File: src/design/scp_pkg.sv
// ----------------------------------------------------------------------------
// scp_pkg: shared types and constants of the serial command token parser
// character classes, token kinds, result codes and the result record
// ----------------------------------------------------------------------------
package scp_pkg;

  localparam logic [7:0] CHAR_BSLASH = 8'h5c;
  localparam logic [7:0] CASE_MASK   = 8'hdf;
  localparam logic [7:0] CHAR_D      = 8'h44;
  localparam logic [7:0] CHAR_X      = 8'h58;

  // result queue
  localparam int unsigned RES_DEPTH = 4;
  localparam int unsigned RES_CNT_W = 3;
  localparam int unsigned RES_IDX_W = 2;

  typedef enum logic [1:0] {
    TK_PLAIN  = 2'd0,
    TK_BSLASH = 2'd1,
    TK_DEC    = 2'd2,
    TK_HEX    = 2'd3
  } tkind_e;

  typedef enum logic [0:0] {
    RK_NUMBER  = 1'b0,
    RK_SUMMARY = 1'b1
  } rkind_e;

  typedef enum logic [1:0] {
    ST_OK     = 2'd0,
    ST_NOBODY = 2'd1,
    ST_NOCMD  = 2'd2
  } status_e;

  typedef struct packed {
    logic        kind;
    logic [31:0] number;
    logic [4:0]  slot;
    logic [7:0]  command_char;
    logic [5:0]  arg_count;
    logic [1:0]  status;
    logic        overflowed;
    logic        last;
  } res_t;

  function automatic logic is_digit(input logic [7:0] b);
    return (b >= 8'h30) && (b <= 8'h39);
  endfunction

  function automatic logic is_used(input logic [7:0] b);
    logic [7:0] u;
    u = b & CASE_MASK;
    return (b == CHAR_BSLASH) || is_digit(b) || ((u >= 8'h41) && (u <= 8'h5a));
  endfunction

  // {ok, value}
  function automatic logic [4:0] dec_digit(input logic [7:0] b);
    logic [7:0] d;
    d = b - 8'h30;
    return is_digit(b) ? {1'b1, d[3:0]} : 5'd0;
  endfunction

  // {ok, value}, both letter cases
  function automatic logic [4:0] hex_digit(input logic [7:0] b);
    logic [7:0] u;
    logic [7:0] d;
    u = b & CASE_MASK;
    d = u - 8'h37;
    if (is_digit(b)) begin
      return dec_digit(b);
    end else if ((u >= 8'h41) && (u <= 8'h46) && (b >= 8'h41)) begin
      return {1'b1, d[3:0]};
    end
    return 5'd0;
  endfunction

endpackage

File: src/design/scp_if.sv
// ----------------------------------------------------------------------------
// scp_if: stream channels of the serial command token parser
// received byte channel and result channel, valid/ready handshake
// ----------------------------------------------------------------------------
interface scp_rx_if;
  logic       valid;
  logic       ready;
  logic [7:0] rx_byte;
  logic       end_of_message;

  modport source (output valid, output rx_byte, output end_of_message, input ready);
  modport sink   (input valid, input rx_byte, input end_of_message, output ready);
endinterface

interface scp_res_if;
  logic        valid;
  logic        ready;
  logic        kind;
  logic [31:0] number;
  logic [4:0]  slot;
  logic [7:0]  command_char;
  logic [5:0]  arg_count;
  logic [1:0]  status;
  logic        overflowed;
  logic        last;

  modport source (output valid, output kind, output number, output slot,
                  output command_char, output arg_count, output status,
                  output overflowed, output last, input ready);
  modport sink   (input valid, input kind, input number, input slot,
                  input command_char, input arg_count, input status,
                  input overflowed, input last, output ready);
endinterface

File: src/design/scp_parse.sv
// ----------------------------------------------------------------------------
// scp_parse: message and token state with the per-byte update
// one byte per step, up to two results (number, summary) per step
// ----------------------------------------------------------------------------
module scp_parse #(
  parameter int unsigned BUF_LEN   = 32,
  parameter int unsigned TOKEN_MAX = 16
) (
  input  logic          clk_i,
  input  logic          rst_ni,
  input  logic          step_i,
  input  logic [7:0]    byte_i,
  input  logic          eom_i,
  output logic [1:0]    push_cnt_o,
  output scp_pkg::res_t res_a_o,
  output scp_pkg::res_t res_b_o
);

  localparam int unsigned MB_W = $clog2(BUF_LEN + 1);
  localparam int unsigned VC_W = $clog2(BUF_LEN + 1);
  localparam int unsigned TL_W = $clog2(TOKEN_MAX + 1);

  logic               in_msg_q, in_msg_d;
  logic [7:0]         cmd_q, cmd_d;
  logic [TL_W-1:0]    tlen_q, tlen_d;
  scp_pkg::tkind_e    tkind_q, tkind_d;
  logic               tvalid_q, tvalid_d;
  logic [31:0]        acc_q, acc_d;
  logic               sat_q, sat_d;
  logic [VC_W-1:0]    vcnt_q, vcnt_d;
  logic [MB_W-1:0]    mbytes_q, mbytes_d;

  logic               used, body, start, fin, emit, use_hex;
  logic [7:0]         u;
  logic [4:0]         dsel;
  logic [35:0]        prod, sum;
  logic [31:0]        acc_new;
  logic               sat_new;
  logic [TL_W-1:0]    f_len;
  scp_pkg::tkind_e    f_kind;
  logic               f_valid;
  logic [31:0]        f_acc;
  logic               f_sat;
  logic [MB_W-1:0]    mb_a;
  logic [VC_W-1:0]    vcnt_a;
  logic               in_msg_a;
  logic [7:0]         cmd_a;
  scp_pkg::res_t      num_r, sum_r;

  // shared multiply-add unit, x10 or x16 with clamp
  always_comb begin
    use_hex = (tkind_q == scp_pkg::TK_HEX);
    dsel    = use_hex ? scp_pkg::hex_digit(byte_i) : scp_pkg::dec_digit(byte_i);
    prod    = use_hex ? {acc_q, 4'b0000}
                      : ({3'b000, acc_q, 1'b0} + {1'b0, acc_q, 3'b000});
    sum     = prod + {32'd0, dsel[3:0]};
    acc_new = (|sum[35:32]) ? 32'hffff_ffff : sum[31:0];
    sat_new = sat_q | (|sum[35:32]);
  end

  always_comb begin
    used     = scp_pkg::is_used(byte_i);
    u        = byte_i & scp_pkg::CASE_MASK;
    body     = in_msg_q && (mbytes_q < MB_W'(BUF_LEN));
    start    = !in_msg_q && used;
    f_len    = tlen_q;
    f_kind   = tkind_q;
    f_valid  = tvalid_q;
    f_acc    = acc_q;
    f_sat    = sat_q;
    fin      = 1'b0;
    mb_a     = mbytes_q;

    if (body) begin
      mb_a = mbytes_q + 1'b1;
      if (!used) begin
        fin = (tlen_q != '0);
      end else begin
        if (tlen_q == '0) begin
          f_kind  = (byte_i == scp_pkg::CHAR_BSLASH) ? scp_pkg::TK_BSLASH : scp_pkg::TK_PLAIN;
          f_valid = 1'b1;
          f_acc   = '0;
          f_sat   = 1'b0;
        end else begin
          case (tkind_q) inside
            scp_pkg::TK_BSLASH: begin
              if (u == scp_pkg::CHAR_D) begin
                f_kind = scp_pkg::TK_PLAIN;
              end else if (u == scp_pkg::CHAR_X) begin
                f_kind = scp_pkg::TK_HEX;
              end else begin
                f_kind = scp_pkg::TK_DEC;
                if (!dsel[4]) begin
                  f_valid = 1'b0;
                end else begin
                  f_acc = acc_new;
                  f_sat = sat_new;
                end
              end
            end
            scp_pkg::TK_DEC, scp_pkg::TK_HEX: begin
              if (!dsel[4]) begin
                f_valid = 1'b0;
              end else begin
                f_acc = acc_new;
                f_sat = sat_new;
              end
            end
            default: ;
          endcase
        end
        f_len = tlen_q + 1'b1;
        fin   = (f_len >= TL_W'(TOKEN_MAX)) || (mb_a >= MB_W'(BUF_LEN));
      end
    end
    // end flag closes an open token too
    if (eom_i && (f_len != '0)) begin
      fin = 1'b1;
    end

    emit = step_i && fin && (f_len != '0) && f_valid &&
           ((f_kind == scp_pkg::TK_DEC) || (f_kind == scp_pkg::TK_HEX)) &&
           (vcnt_q < VC_W'(BUF_LEN));
    vcnt_a   = vcnt_q + VC_W'(emit);
    in_msg_a = in_msg_q | start;
    cmd_a    = start ? byte_i : cmd_q;

    num_r.kind         = scp_pkg::RK_NUMBER;
    num_r.number       = f_acc;
    num_r.slot         = 5'(vcnt_q);
    num_r.command_char = cmd_a;
    num_r.arg_count    = 6'(vcnt_a);
    num_r.status       = scp_pkg::ST_OK;
    num_r.overflowed   = f_sat;
    num_r.last         = !eom_i;

    sum_r.kind         = scp_pkg::RK_SUMMARY;
    sum_r.number       = '0;
    sum_r.slot         = '0;
    sum_r.command_char = cmd_a;
    sum_r.arg_count    = 6'(vcnt_a);
    sum_r.status       = !in_msg_a ? scp_pkg::ST_NOCMD :
                         (mb_a == '0) ? scp_pkg::ST_NOBODY : scp_pkg::ST_OK;
    sum_r.overflowed   = 1'b0;
    sum_r.last         = 1'b1;
  end

  // results, number first
  always_comb begin
    push_cnt_o = 2'(emit) + 2'(step_i && eom_i);
    res_a_o    = emit ? num_r : sum_r;
    res_b_o    = sum_r;
  end

  // next state
  always_comb begin
    in_msg_d = in_msg_q;
    cmd_d    = cmd_q;
    tlen_d   = tlen_q;
    tkind_d  = tkind_q;
    tvalid_d = tvalid_q;
    acc_d    = acc_q;
    sat_d    = sat_q;
    vcnt_d   = vcnt_q;
    mbytes_d = mbytes_q;
    if (step_i) begin
      if (eom_i) begin
        in_msg_d = 1'b0;
        cmd_d    = '0;
        tlen_d   = '0;
        tkind_d  = scp_pkg::TK_PLAIN;
        tvalid_d = 1'b1;
        acc_d    = '0;
        sat_d    = 1'b0;
        vcnt_d   = '0;
        mbytes_d = '0;
      end else begin
        in_msg_d = in_msg_a;
        cmd_d    = cmd_a;
        vcnt_d   = vcnt_a;
        mbytes_d = mb_a;
        if (fin) begin
          tlen_d   = '0;
          tkind_d  = scp_pkg::TK_PLAIN;
          tvalid_d = 1'b1;
          acc_d    = '0;
          sat_d    = 1'b0;
        end else begin
          tlen_d   = f_len;
          tkind_d  = f_kind;
          tvalid_d = f_valid;
          acc_d    = f_acc;
          sat_d    = f_sat;
        end
      end
    end
  end

  always_ff @(posedge clk_i or negedge rst_ni) begin
    if (!rst_ni) begin
      in_msg_q <= 1'b0;
      cmd_q    <= '0;
      tlen_q   <= '0;
      tkind_q  <= scp_pkg::TK_PLAIN;
      tvalid_q <= 1'b1;
      acc_q    <= '0;
      sat_q    <= 1'b0;
      vcnt_q   <= '0;
      mbytes_q <= '0;
    end else begin
      in_msg_q <= in_msg_d;
      cmd_q    <= cmd_d;
      tlen_q   <= tlen_d;
      tkind_q  <= tkind_d;
      tvalid_q <= tvalid_d;
      acc_q    <= acc_d;
      sat_q    <= sat_d;
      vcnt_q   <= vcnt_d;
      mbytes_q <= mbytes_d;
    end
  end

endmodule

File: src/design/scp_res_fifo.sv
// ----------------------------------------------------------------------------
// scp_res_fifo: result queue
// shifting queue, two writes and one read per cycle, head at entry zero
// ----------------------------------------------------------------------------
module scp_res_fifo (
  input  logic          clk_i,
  input  logic          rst_ni,
  input  logic [1:0]    push_cnt_i,
  input  scp_pkg::res_t wr_a_i,
  input  scp_pkg::res_t wr_b_i,
  input  logic          pop_i,
  output logic          room_o,
  output logic          head_valid_o,
  output scp_pkg::res_t head_o
);

  scp_pkg::res_t                   ent_q [scp_pkg::RES_DEPTH];
  scp_pkg::res_t                   ent_d [scp_pkg::RES_DEPTH];
  logic [scp_pkg::RES_CNT_W-1:0]   cnt_q, cnt_d;
  logic [scp_pkg::RES_IDX_W-1:0]   wr_idx;
  logic                            do_pop;

  assign head_valid_o = (cnt_q != '0);
  assign head_o       = ent_q[0];
  // room for a full step of two results
  assign room_o       = (cnt_q <= scp_pkg::RES_CNT_W'(scp_pkg::RES_DEPTH - 2));
  assign do_pop       = pop_i && head_valid_o;

  always_comb begin
    ent_d = ent_q;
    cnt_d = cnt_q;
    if (do_pop) begin
      for (int i = 0; i < scp_pkg::RES_DEPTH - 1; i++) begin
        ent_d[i] = ent_q[i+1];
      end
      cnt_d = cnt_q - 1'b1;
    end
    wr_idx = cnt_d[scp_pkg::RES_IDX_W-1:0];
    if (push_cnt_i != 2'd0) begin
      ent_d[wr_idx] = wr_a_i;
    end
    if (push_cnt_i == 2'd2) begin
      ent_d[wr_idx + 1'b1] = wr_b_i;
    end
    cnt_d = cnt_d + scp_pkg::RES_CNT_W'(push_cnt_i);
  end

  always_ff @(posedge clk_i) begin
    ent_q <= ent_d;
  end

  always_ff @(posedge clk_i or negedge rst_ni) begin
    if (!rst_ni) begin
      cnt_q <= '0;
    end else begin
      cnt_q <= cnt_d;
    end
  end

endmodule

File: src/design/serial_command_token_parser_top.sv
// ----------------------------------------------------------------------------
// serial_command_token_parser_top: serial command token parser
// splits a received byte stream into a command byte and numeric arguments
// ----------------------------------------------------------------------------
// usage
//   rx_i carries one received byte per transfer with an end-of-message flag.
//   res_o carries results: a number result for every decimal or hex token
//   stored, and one summary result for every byte with the end flag set.
//   one byte gives zero, one or two results; last marks the final one.
// flow and throughput
//   a byte is held in the input register, then the parse logic updates the
//   message state and writes its results into a four-entry result queue;
//   the first result is taken from the queue head, which drives res_o.
//   one byte per cycle sustained while the queue has room (a step needs two
//   free queue entries); the token accumulator uses one multiply-add unit.
// reset
//   clears the message state (waiting for a command), the input valid flag
//   and the result queue count; no clearing pass is needed.
// stall
//   a stalled res_o holds its head result; the queue keeps taking bytes
//   until fewer than two entries are free, then the input register holds
//   its byte and rx_i.ready drops.
// ----------------------------------------------------------------------------
module serial_command_token_parser_top #(
  parameter int unsigned BUF_LEN   = 32,
  parameter int unsigned TOKEN_MAX = 16
) (
  input  logic      clk_i,
  input  logic      rst_ni,
  scp_rx_if.sink    rx_i,
  scp_res_if.source res_o
);

  // input register
  logic          in_valid_q, in_valid_d;
  logic [7:0]    in_byte_q;
  logic          in_eom_q;
  logic          rx_xfer;

  // parse step and queue
  logic          step;
  logic          room;
  logic [1:0]    push_cnt;
  scp_pkg::res_t res_a, res_b, head;
  logic          head_valid;

  // a step runs whenever a byte waits and the queue has room
  assign step        = in_valid_q && room;
  assign rx_i.ready  = !in_valid_q || step;
  assign rx_xfer     = rx_i.valid && rx_i.ready;
  assign in_valid_d  = rx_xfer ? 1'b1 : (step ? 1'b0 : in_valid_q);

  always_ff @(posedge clk_i or negedge rst_ni) begin
    if (!rst_ni) begin
      in_valid_q <= 1'b0;
    end else begin
      in_valid_q <= in_valid_d;
    end
  end

  // payload, no reset
  always_ff @(posedge clk_i) begin
    if (rx_xfer) begin
      in_byte_q <= rx_i.rx_byte;
      in_eom_q  <= rx_i.end_of_message;
    end
  end

  scp_parse #(
    .BUF_LEN   (BUF_LEN),
    .TOKEN_MAX (TOKEN_MAX)
  ) u_parse (
    .clk_i      (clk_i),
    .rst_ni     (rst_ni),
    .step_i     (step),
    .byte_i     (in_byte_q),
    .eom_i      (in_eom_q),
    .push_cnt_o (push_cnt),
    .res_a_o    (res_a),
    .res_b_o    (res_b)
  );

  scp_res_fifo u_res_fifo (
    .clk_i        (clk_i),
    .rst_ni       (rst_ni),
    .push_cnt_i   (push_cnt),
    .wr_a_i       (res_a),
    .wr_b_i       (res_b),
    .pop_i        (res_o.ready),
    .room_o       (room),
    .head_valid_o (head_valid),
    .head_o       (head)
  );

  // result channel from the queue head
  assign res_o.valid        = head_valid;
  assign res_o.kind         = head.kind;
  assign res_o.number       = head.number;
  assign res_o.slot         = head.slot;
  assign res_o.command_char = head.command_char;
  assign res_o.arg_count    = head.arg_count;
  assign res_o.status       = head.status;
  assign res_o.overflowed   = head.overflowed;
  assign res_o.last         = head.last;

  // a summary always closes the results of its byte
  a_summary_last: assert property (@(posedge clk_i) disable iff (!rst_ni)
    (res_o.valid && (res_o.kind == scp_pkg::RK_SUMMARY)) |-> res_o.last)
    else $error("summary result without last");

  // a number result has status ok and lies inside the argument count
  a_number_slot: assert property (@(posedge clk_i) disable iff (!rst_ni)
    (res_o.valid && (res_o.kind == scp_pkg::RK_NUMBER)) |->
      ((res_o.status == scp_pkg::ST_OK) && ({1'b0, res_o.slot} < res_o.arg_count)))
    else $error("number result with bad slot or status");

  // a byte blocked by a full queue stays in the input register
  a_hold_input: assert property (@(posedge clk_i) disable iff (!rst_ni)
    (in_valid_q && !room) |=> (in_valid_q && $stable(in_byte_q) && $stable(in_eom_q)))
    else $error("input byte lost while the queue was full");

  // a step with the end flag always pushes a result
  a_eom_push: assert property (@(posedge clk_i) disable iff (!rst_ni)
    (step && in_eom_q) |-> (push_cnt != 2'd0))
    else $error("end of message without summary");

endmodule
File: src/flat_wrapper.sv
// flat-port wrapper written by rule: the top's interface ports become plain ports
module serial_command_token_parser_top_flat 
#(
  parameter int unsigned BUF_LEN   = 32,
  parameter int unsigned TOKEN_MAX = 16
)
  (clk_i, rst_ni, rx_i_valid, rx_i_rx_byte, rx_i_end_of_message, rx_i_ready, res_o_valid, res_o_kind, res_o_number, res_o_slot, res_o_command_char, res_o_arg_count, res_o_status, res_o_overflowed, res_o_last, res_o_ready);
  scp_rx_if rx_i_i ();
  scp_res_if res_o_i ();
  input  logic clk_i;
  input  logic rst_ni;
  input wire logic [$bits(rx_i_i.valid)-1:0] rx_i_valid;
  input wire logic [$bits(rx_i_i.rx_byte)-1:0] rx_i_rx_byte;
  input wire logic [$bits(rx_i_i.end_of_message)-1:0] rx_i_end_of_message;
  output wire logic [$bits(rx_i_i.ready)-1:0] rx_i_ready;
  output wire logic [$bits(res_o_i.valid)-1:0] res_o_valid;
  output wire logic [$bits(res_o_i.kind)-1:0] res_o_kind;
  output wire logic [$bits(res_o_i.number)-1:0] res_o_number;
  output wire logic [$bits(res_o_i.slot)-1:0] res_o_slot;
  output wire logic [$bits(res_o_i.command_char)-1:0] res_o_command_char;
  output wire logic [$bits(res_o_i.arg_count)-1:0] res_o_arg_count;
  output wire logic [$bits(res_o_i.status)-1:0] res_o_status;
  output wire logic [$bits(res_o_i.overflowed)-1:0] res_o_overflowed;
  output wire logic [$bits(res_o_i.last)-1:0] res_o_last;
  input wire logic [$bits(res_o_i.ready)-1:0] res_o_ready;
  assign rx_i_i.valid = rx_i_valid;
  assign rx_i_i.rx_byte = rx_i_rx_byte;
  assign rx_i_i.end_of_message = rx_i_end_of_message;
  assign rx_i_ready = rx_i_i.ready;
  assign res_o_valid = res_o_i.valid;
  assign res_o_kind = res_o_i.kind;
  assign res_o_number = res_o_i.number;
  assign res_o_slot = res_o_i.slot;
  assign res_o_command_char = res_o_i.command_char;
  assign res_o_arg_count = res_o_i.arg_count;
  assign res_o_status = res_o_i.status;
  assign res_o_overflowed = res_o_i.overflowed;
  assign res_o_last = res_o_i.last;
  assign res_o_i.ready = res_o_ready;
  serial_command_token_parser_top #(.BUF_LEN(BUF_LEN), .TOKEN_MAX(TOKEN_MAX)) u_core (.clk_i(clk_i), .rst_ni(rst_ni), .rx_i(rx_i_i), .res_o(res_o_i));
endmodule
File: config.mk
export PLATFORM = sky130hd
export DESIGN_NAME = serial_command_token_parser_top_flat
export DESIGN_NICKNAME = d
export VERILOG_FILES = /design/src/design/scp_pkg.sv /design/src/design/scp_if.sv /design/src/design/scp_parse.sv /design/src/design/scp_res_fifo.sv /design/src/design/serial_command_token_parser_top.sv /design/src/flat_wrapper.sv
export SDC_FILE = /design/constraint.sdc
export NUM_CORES = 1
export LEC_CHECK = 0
export CORE_ASPECT_RATIO = 0.8
export CORE_MARGIN = 2
export CORE_UTILIZATION = 45
export DETAILED_ROUTE_END_ITERATION = 12
export DONT_BUFFER_PORTS = 1
export GPL_TIMING_DRIVEN = 0
export SLEW_MARGIN = 20
export SYNTH_ARGS = -nofsm -noshare
export SYNTH_HDL_FRONTEND = slang
export SYNTH_HIERARCHICAL = 1
export SYNTH_SLANG_ARGS = --single-unit
File: constraint.sdc
create_clock -name clk_i -period 16.88 [get_ports clk_i]
set_input_delay 0 -clock clk_i [delete_from_list [all_inputs] [get_ports clk_i]]
set_output_delay 0 -clock clk_i [all_outputs]
set_load 0.05 [all_outputs]
# [Word-level counts from Yosys, hierarchy flattened]
# Cells that the tools add are included.
[totals] out_inout_bits=58 input_bits=13 elab_cells=195 register_bits=299
[classes] add_sub_neg=11 magnitude_cmp=15 reduce_logical=35 n_bitwise=4 n_eq_ne=9 muxes=76
[ops] cell="$bwmux 224" count=2
[ops] cell="$mux 224" count=2
[ops] cell="$mux 32" count=11
[ops] cell="$demux 56 s2" count=2
[ops] cell="$mux 168" count=1
[ops] cell="$mux 56" count=3
[ops] cell="$mux 5" count=9
[ops] cell="$add 33x35->36" count=1
[ops] cell="$add 36x4->36" count=1
[ops] cell="$mux 36" count=1
[ops] cell="$mux 1" count=31
[ops] cell="$logic_and 1x1->1" count=18
[ops] cell="$mux 6" count=3
[ops] cell="$ge 8x7->1 const B" count=2
[ops] cell="$le 8x7->1 const B" count=2
[ops] cell="$mux 2" count=8
[ops] cell="$mux 8" count=2
[ops] cell="$eq 7x6->1 const B" count=2
[ops] cell="$lt 6x6->1 const B" count=2
[ops] cell="$eq 2x2->1 const B" count=5
[ops] cell="$reduce_bool 5->1" count=2
[ops] cell="$eq 8x7->1 const B" count=1
[ops] cell="$ge 8x6->1 const B" count=1
[ops] cell="$le 8x6->1 const B" count=1
[ops] cell="26 further kinds" count=37

# [Logic depth before layout (Yosys ltp)]
# Gate-level depths: netlist (run 1).
[logic_depth] word_depth=23 mapped_depth=27 depth_no_buf=25

# [By module]
# The synthesis (run 1) kept the hierarchy.
[by_module_without_submodules] mod="scp_res_fifo" instances=1 area_each_um2=11603.6 cells_per_inst=1590 seq_area_each_um2=4559.4
[by_module_without_submodules] mod="scp_parse" instances=1 area_each_um2=8252.9 cells_per_inst=1139 seq_area_each_um2=1552.7
[by_module_without_submodules] mod="serial_command_token_parser_top" instances=1 area_each_um2=330.3 cells_per_inst=14 seq_area_each_um2=295.3

# [Worst setup path after synthesis (run 1)]
# Ideal clock, no wire load.
[synth_timing] path_type="reg-to-reg" startpoint="register u_core.u_parse.tkind_q[0]" endpoint="register u_core/u_res_fifo/ent_q[109] (netlist bit)" required_time_ns=16.752 stages_incl_launch_ff=24 setup_time_ns=0.128 period_less_slack_ns=5.701 n_path_buf=6 t_arrival_ns=5.573 setup_slack_ns=11.179 cell_sequence="dfrtp_1 > buf_2 > nand2_1 > buf_2 > buf_2 > buf_1 > clkbuf_1 > nor2_1 > nor2_1 > clkbuf_1 > nor2_1 > ha_1 > a21oi_1 > nor3_1 > nor2b_1 > nand4_1 > or4_4 > or4_4 > xor2_1 > or4_4 > a32o_1 > nor2_1 > a32o_1 > o21ai_1"
[synth_lines] item="start, declared" line_no="scp_parse.sv:26" source="scp_pkg::tkind_e tkind_q, tkind_d;"
[synth_lines] item="start signal, assigned" line_no="scp_parse.sv:204" source="tkind_q <= scp_pkg::TK_PLAIN;"
[synth_lines] item="start signal, assigned" line_no="scp_parse.sv:214" source="tkind_q <= tkind_d;"
[synth_lines] item="end signal, assigned" line_no="scp_res_fifo.sv:49" source="ent_q <= ent_d;"
[synth_lines] item="end, declared" line_no="scp_res_fifo.sv:17" source="scp_pkg::res_t ent_q [scp_pkg::RES_DEPTH];"

==> results_dict.tcl, run 1 <==
set metrics [dict create \
    run_status "completed" \
    required_ps 17280 \
    hold_viol 0 \
    gr-total-overflow 0 \
    max_stage_delay_ps 690 \
    syn_area_per_cell_um2 7.359 \
    async_flop_share_pct 22.07 \
    fillers 4469 \
    via_count 20900 \
    numPortBuffers 0 \
    ir_drop_mv 0.1051 \
    die_y_um 193.4 \
    cts_max_level 2 \
    max_freq_mhz 117.1 \
    path_class "reg2reg" \
    cts_root_buf "clkbuf_16" \
    grt_pass1_wl_um 113900 \
    drtAntennaViolNets 0 \
    hpwlAfterDp_um 54730 \
    fp-row-count 69 \
    synth-simple-area-share_pct 24.18 \
    die_w_um 240.8 \
    p_int_mw 1.887 \
    cap_violations 0 \
    layout_common_cells "701 x nand2_1, 243 x o21ai_0, 224 x dfxtp_1" \
    cts.clk_slew.worst_paths_ps 70 \
    clockPowerShare_pct 22.3 \
    postCtsSetupBuffers 0 \
    slowest_stage "nor3_2" \
    stdcell_count 3461 \
    syn_inst 2743 \
    clock_skew_ps 21.57 \
    synthMuxAreaShare_pct 1.153 \
    p_leak_nw 8.722 \
    dp_cells 3388 \
    ctsResizeCount 0 \
    layout_commonest_cell "nand2_1" \
    timing.critical_path.mode_cell "nor2_1" \
    post-route-min-period_ps 8538 \
    synth-xor-area-share_pct 2.430 \
    via_per_inst 6.037 \
    p_sw_mw 1.318 \
    ctsLongestPathBuffers 3 \
    start_kind "flop" \
    numClockSinks 299 \
    worstPathArrival_ps 8930 \
    cts_tree "yes" \
    power_density_nw_per_um2 143.6 \
    track_usage_pct 30.81 \
    setup_viol 0 \
    tightest_slew_ps 1189 \
    period_share_pct 50.58 \
    synth_cell_types 91 \
    start_util_pct 45.49 \
    ys_warn_count 6 \
    nets 2900 \
    wl_um 72860 \
    placed_area_um2 21130 \
    synth_edf_count 9 \
    total_power_mw 3.205 \
    drv_slew 0 \
    layout-drive-gt1-share_pct 9.657 \
    synthFlopType "dfxtp_1" \
    first_pass_iters 6 \
    wl_per_cell_um 21.05 \
    drt_iter0_markers 2547 \
    reg2reg_slack_ps 8340 \
    cts_made_buffers 35 \
    crit_path_end_kind "flop" \
    io-pin-count 71 \
    place_congestion 0.9324 \
    switching_share_pct 41.12 \
    drc 0 \
    grt_pass1_vias 19660 \
    antenna_cells 0 \
    hold_ws_ps 81.92 \
    syn_area_um2 20190 \
    clkLatencyLatePin_ps 530 \
    synth_top_family_by_area "compound AO/OA/AOI/OAI gates" \
    combPwrFrac_pct 43.2 \
    syn_to_final_growth_pct 10.61 \
    critPathMaxFanout 10 \
    fin_area_um2 22330 \
    ys_ff_latch 299 \
    antenna_found_initial 1 \
    synth_compound_gate_area_share_pct 27.54 \
    ys_seq_area_share_pct 31.74 \
    seqPwrFrac_pct 34.5 \
    holdCritPathClass "in2async" \
    grt_max_degree 67 \
    core_area_um2 44380 \
    dieArea_um2 46580 \
    fin_tns_setup_ps 0 \
    synthAdderAreaFrac_pct 3.273 \
    slew-limit-headroom_pct 20.24 \
    rsz0062_at_grt "no" \
]
[worst paths after layout]
kind                                                  startpoint                                   end  depth (start not counted)
max in group asynchronous                                 rst_ni   u_core/u_parse/tvalid_q$_DFFE_PN1P_                          2
min in group clk_i                           rx_i_end_of_message             u_core/in_eom_q$_DFFE_PP_                          1
max                        u_core/u_parse/tkind_q[0]$_DFFE_PN0P_   u_core/u_res_fifo/ent_q[83]$_DFF_P_                         25
min reg2reg                  u_core/u_res_fifo/ent_q[47]$_DFF_P_   u_core/u_res_fifo/ent_q[47]$_DFF_P_                          2
max reg2reg                u_core/u_parse/tkind_q[0]$_DFFE_PN0P_   u_core/u_res_fifo/ent_q[83]$_DFF_P_                         25
min                                                       rst_ni  u_core/u_res_fifo/cnt_q[0]$_DFF_PN0_                          2
[cells by family after synthesis]
group,Yosys count
simple gates,1107
fa+ha+maj,51
flops,299
xor+xnor,56
mux,22
compound gates,841
buf+inv,365
other cells,2
[final cells by class]
cell class	instances	area, um2	area share (%)
buffer	341	1856	8.310
clock buffer	52	1002	4.488
clock inverter	7	40.04	0.1793
inverter	24	90.09	0.4035
multi-input combinational	2117	12000	53.73
sequential	299	6407	28.70
tap	603	754.5	3.379
timing repair buffer	18	182.7	0.8181
[power groups by stage]
stage | Sequential, mW | Clock, mW | Combinational, mW
floorplan | 1.07 | 0 | 1.09
global placement | 1.11 | 0 | 1.32
detailed placement | 1.12 | 0 | 1.35
CTS | 1.10 | 0.725 | 1.36
global route | 1.13 | 0.753 | 1.51
finish | 1.11 | 0.713 | 1.39
[cells in the mapped netlist (10+ instances only)]
cell type | count | area, um2
o21a_1 | 16 | 120.1
nor4_1 | 17 | 106.4
and2_1 | 20 | 125.1
nor2b_1 | 10 | 62.56
o211ai_1 | 16 | 120.1
a2bb2oi_1 | 60 | 525.5
nor3_1 | 28 | 140.1
a32o_1 | 115 | 1151
nand2b_1 | 11 | 68.82
o21ai_1 | 83 | 415.4
nand3_1 | 24 | 120.1
o21ai_0 | 243 | 1216
inv_1 | 20 | 75.07
and3_1 | 74 | 462.9
a211oi_1 | 13 | 97.59
a21oi_1 | 158 | 790.8
buf_4 | 127 | 953.4
a21o_1 | 12 | 90.09
mux2_2 | 10 | 112.6
dfxtp_1 | 224 | 4484
a22o_1 | 13 | 113.9
nand2_1 | 701 | 2631
xnor2_1 | 30 | 262.8
nor2_1 | 141 | 529.3
clkbuf_1 | 151 | 566.8
mux2i_1 | 12 | 120.1
dfrtp_1 | 65 | 1627
xor2_1 | 26 | 227.7
a31oi_1 | 24 | 150.1
buf_2 | 49 | 245.2
nand4_1 | 25 | 156.4
ha_1 | 48 | 600.6
[state kept, by name, indices dropped and copies added, names as in the netlist]
signal,cells
u_core/in_valid_q,1
u_core/u_res_fifo/head_o,56
u_core/in_byte_q,8
u_core/in_eom_q,1
u_core/u_parse/sat_q,1
u_core/u_parse/in_msg_q,1
u_core/u_parse/cmd_q,8
u_core/u_parse/tkind_q,2
u_core/u_parse/tvalid_q,1
u_core/u_res_fifo/cnt_q,3
u_core/u_parse/mbytes_q,6
u_core/u_parse/acc_q,32
u_core/u_parse/tlen_q,5
u_core/u_res_fifo/ent_q,168
u_core/u_parse/vcnt_q,6
[routing by layer]
layer | vias up | global-route usage, % | part of all wire [%]
li1 | 9810 | - | -
met1 | 10000 | 47.27 | 47
met2 | 958 | 43.68 | 41
met3 | 122 | 6.692 | 10
met4 | 2 | 6.516 | 1.9
met5 | - | 0 | 0.018
[what timing repair did]
action | CTS | global route
hold buffers | 13 | 0
endpoints found under the hold margin | 86 | 0
endpoints found under the setup margin | 0 | 0
[stage by stage]
step	utilization (%)	setup WS, ps
after floorplan	-	11180
after global placement	47.51	8726
after detailed placement	47.62	8693
after CTS	50.30	8673
after global routing	50.32	7966
final	50.32	8342
[worst max-delay path: cells and delay by family (launching register included)]
| kind | cells | cell delay (ps) |
|---|---|---|
| AND/OR/NAND/NOR | 12 | 3840 |
| buffers and inverters | 7 | 2730 |
| AO/OA/AOI/OAI | 4 | 920 |
| flip-flops | 1 | 360 |
| adder cells (fa/ha/maj) | 1 | 350 |
| XOR/XNOR | 1 | 190 |
(Power assumes the default switching activity.)
==> run 2: changes to the inputs <==
Clock period 16.88 ns to 8.4 ns, I/O delays scaled along.
==> run 2 against run 1 <==
Total power increased by 100%. Flip-flop and latch count did not move. Clock skew grew 0.84 ps. Fmax increased by 8.1%. Final cell count did not move. Worst hold slack worse by 0.53 ps. Global-route usage unchanged. Combinational power up 100%. Worst setup slack got worse by 7800 ps. Cell area is essentially flat. First-iteration DRC count rose by 0.16%. Clock power is 100% higher. Largest cell class unchanged.
==> results_dict.tcl, run 2 (synthesis results as in run 1) <==
set metrics [dict create \
    track_usage_pct 30.81 \
    layout-drive-gt1-share_pct 9.727 \
    tightest_slew_ps 1179 \
    ctsLongestPathBuffers 3 \
    grt_util_met2_pct 43.68 \
    fp-row-count 69 \
    numPortBuffers 0 \
    crit_path_end_kind "flop" \
    grt_max_degree 67 \
    drtAntennaViolNets 0 \
    die_w_um 240.8 \
    power_density_nw_per_um2 288.3 \
    crit_start "u_core/u_parse/tkind_q[0]$_DFFE_PN0P_" \
    cts_root_buf "clkbuf_16" \
    multiInputGateArea_um2 12010 \
    die_y_um 193.4 \
    layout_common_cells "701 x nand2_1, 243 x o21ai_0, 224 x dfxtp_1" \
    slew-limit-headroom_pct 20.95 \
    fillers 4465 \
    p_leak_nw 8.728 \
    via_count 20900 \
    ir_drop_mv 0.2111 \
    dieArea_um2 46580 \
    required_ps 8800 \
    io-pin-count 71 \
    hold_viol 0 \
    clkLatencyLatePin_ps 530 \
    hpwlAfterDp_um 54730 \
    drv_slew 0 \
    path_class "reg2reg" \
    post-route-min-period_ps 7898 \
    fin_tns_setup_ps 0 \
    drc 0 \
    start_util_pct 45.49 \
    core_area_um2 44380 \
    antenna_cells 0 \
    cap_violations 0 \
    antenna_found_initial 1 \
    layout_commonest_cell "nand2_1" \
    setup_viol 0 \
    hold_ws_ps 81.40 \
    grtUsageMet3_pct 6.692 \
    grt_use_met1_pct 47.27 \
    regArea_um2 6407 \
    gr-total-overflow 0 \
    wl_per_cell_um 21.05 \
    period_share_pct 94.03 \
    grt_pass1_vias 19660 \
    largest_reg_flops 168 \
    top_register "u_core/u_res_fifo/ent_q" \
    via_per_inst 6.039 \
    cts_made_buffers 35 \
    r2r_start "u_core/u_parse/tkind_q[0]$_DFFE_PN0P_" \
    cts.clk_slew.worst_paths_ps 60 \
    nets 2900 \
    worstPathArrival_ps 8290 \
    start_kind "flop" \
    cts_tree "yes" \
    syn_to_final_growth_pct 10.66 \
    numClockSinks 299 \
    clock_skew_ps 22.41 \
    busiest_layer "met1" \
    wl_um 72840 \
    run_status "completed" \
    max_freq_mhz 126.6 \
    holdCritPathClass "in2async" \
    rsz0062_at_grt "no" \
    cts_max_level 2 \
    first_pass_iters 6 \
    place_congestion 0.9324 \
    drt_iter0_markers 2551 \
    reg2reg_slack_ps 500 \
    critPathMaxFanout 10 \
    grt_pass1_wl_um 113900 \
    postCtsSetupBuffers 0 \
]
[run 2: changes by cell type in the layout (fill, tap and decap cells not counted)]
cell	change
clkbuf_1	-1
clkbuf_2	+1
nor2b_1	-1
nor2b_2	+1
nor3_2	-1
nor3_4	+1
[run 2: worst max-delay path, cell delays in order (launching register included)]
cell and delay (ps):
dfrtp_1 360, buf_2 190, nand2_1 160, buf_2 260
buf_2 330, buf_1 440, clkbuf_2 430, nor2_1 170
nor2_1 470, clkbuf_1 460, nor2_1 120, ha_1 350
a21oi_1 140, nor3_1 310, nor2b_2 450, and2_1 180
nand4_1 140, nor4_1 460, xnor2_1 190, nand2_1 170
nor3_4 500, clkbuf_1 390, a41oi_1 570, nor2_1 310
a32o_1 160, o21ai_1 60
[run 2: path summary, 6_finish.rpt]
kind / endpoint / depth (start not counted)
hold reg to reg: u_core/u_res_fifo/ent_q[47]$_DFF_P_ / 2
min in group clk_i: u_core/in_eom_q$_DFFE_PP_ / 1
hold / removal: u_core/u_parse/vcnt_q[4]$_DFFE_PN0P_ / 2
setup reg to reg: u_core/u_res_fifo/ent_q[83]$_DFF_P_ / 25
setup / recovery: u_core/u_res_fifo/ent_q[83]$_DFF_P_ / 25
max in group asynchronous: u_core/u_parse/tvalid_q$_DFFE_PN1P_ / 2
[run 2: power by group]
part	switching [mW]	internal (mW)	total, mW
Sequential	0.289	1.94	2.22
Combinational	1.75	1.03	2.78
Clock	0.610	0.824	1.43
[run 2: routing by layer]
| layer | share of wire, % | vias to the layer above | wire length (um) |
|---|---|---|---|
| met4 | 1.8 | 2 | 1325 |
| met2 | 41 | 991 | 29820 |
| li1 | - | 9805 | - |
| met1 | 47 | 9986 | 34080 |
| met3 | 10 | 116 | 7607 |
| met5 | 0.018 | - | 13 |
[run 2: cell type report]
type | count | area share [%]
Sequential cell | 299 | 28.68
Tap cell | 603 | 3.377
Multi-Input combinational cell | 2117 | 53.74
Clock buffer | 52 | 4.486
Buffer | 341 | 8.312
Clock inverter | 7 | 0.1792
Timing Repair Buffer | 18 | 0.8177
Inverter | 24 | 0.4033
[run 2: repair_timing]
item                                    in CTS  in global routing
hold endpoints to repair                    86                  0
endpoints found under the setup margin       0                 80
hold buffers                                13                  0
gates resized for setup                      0                  4
[run 2: metrics by stage]
stage               cell area [um2]  power (mW)  cells  utilization (%)  setup slack, ps
finish                        22340       6.441   3461            50.34            501.6
global route                  22340       6.819   3461            50.34            151.0
CTS                           22320       6.411   3460            50.30            192.6
detailed placement            21130       4.955   3388            47.62            212.9
global placement              21080       4.880   3384            47.51            246.3
floorplan                     20330       4.335   2781                -             2699
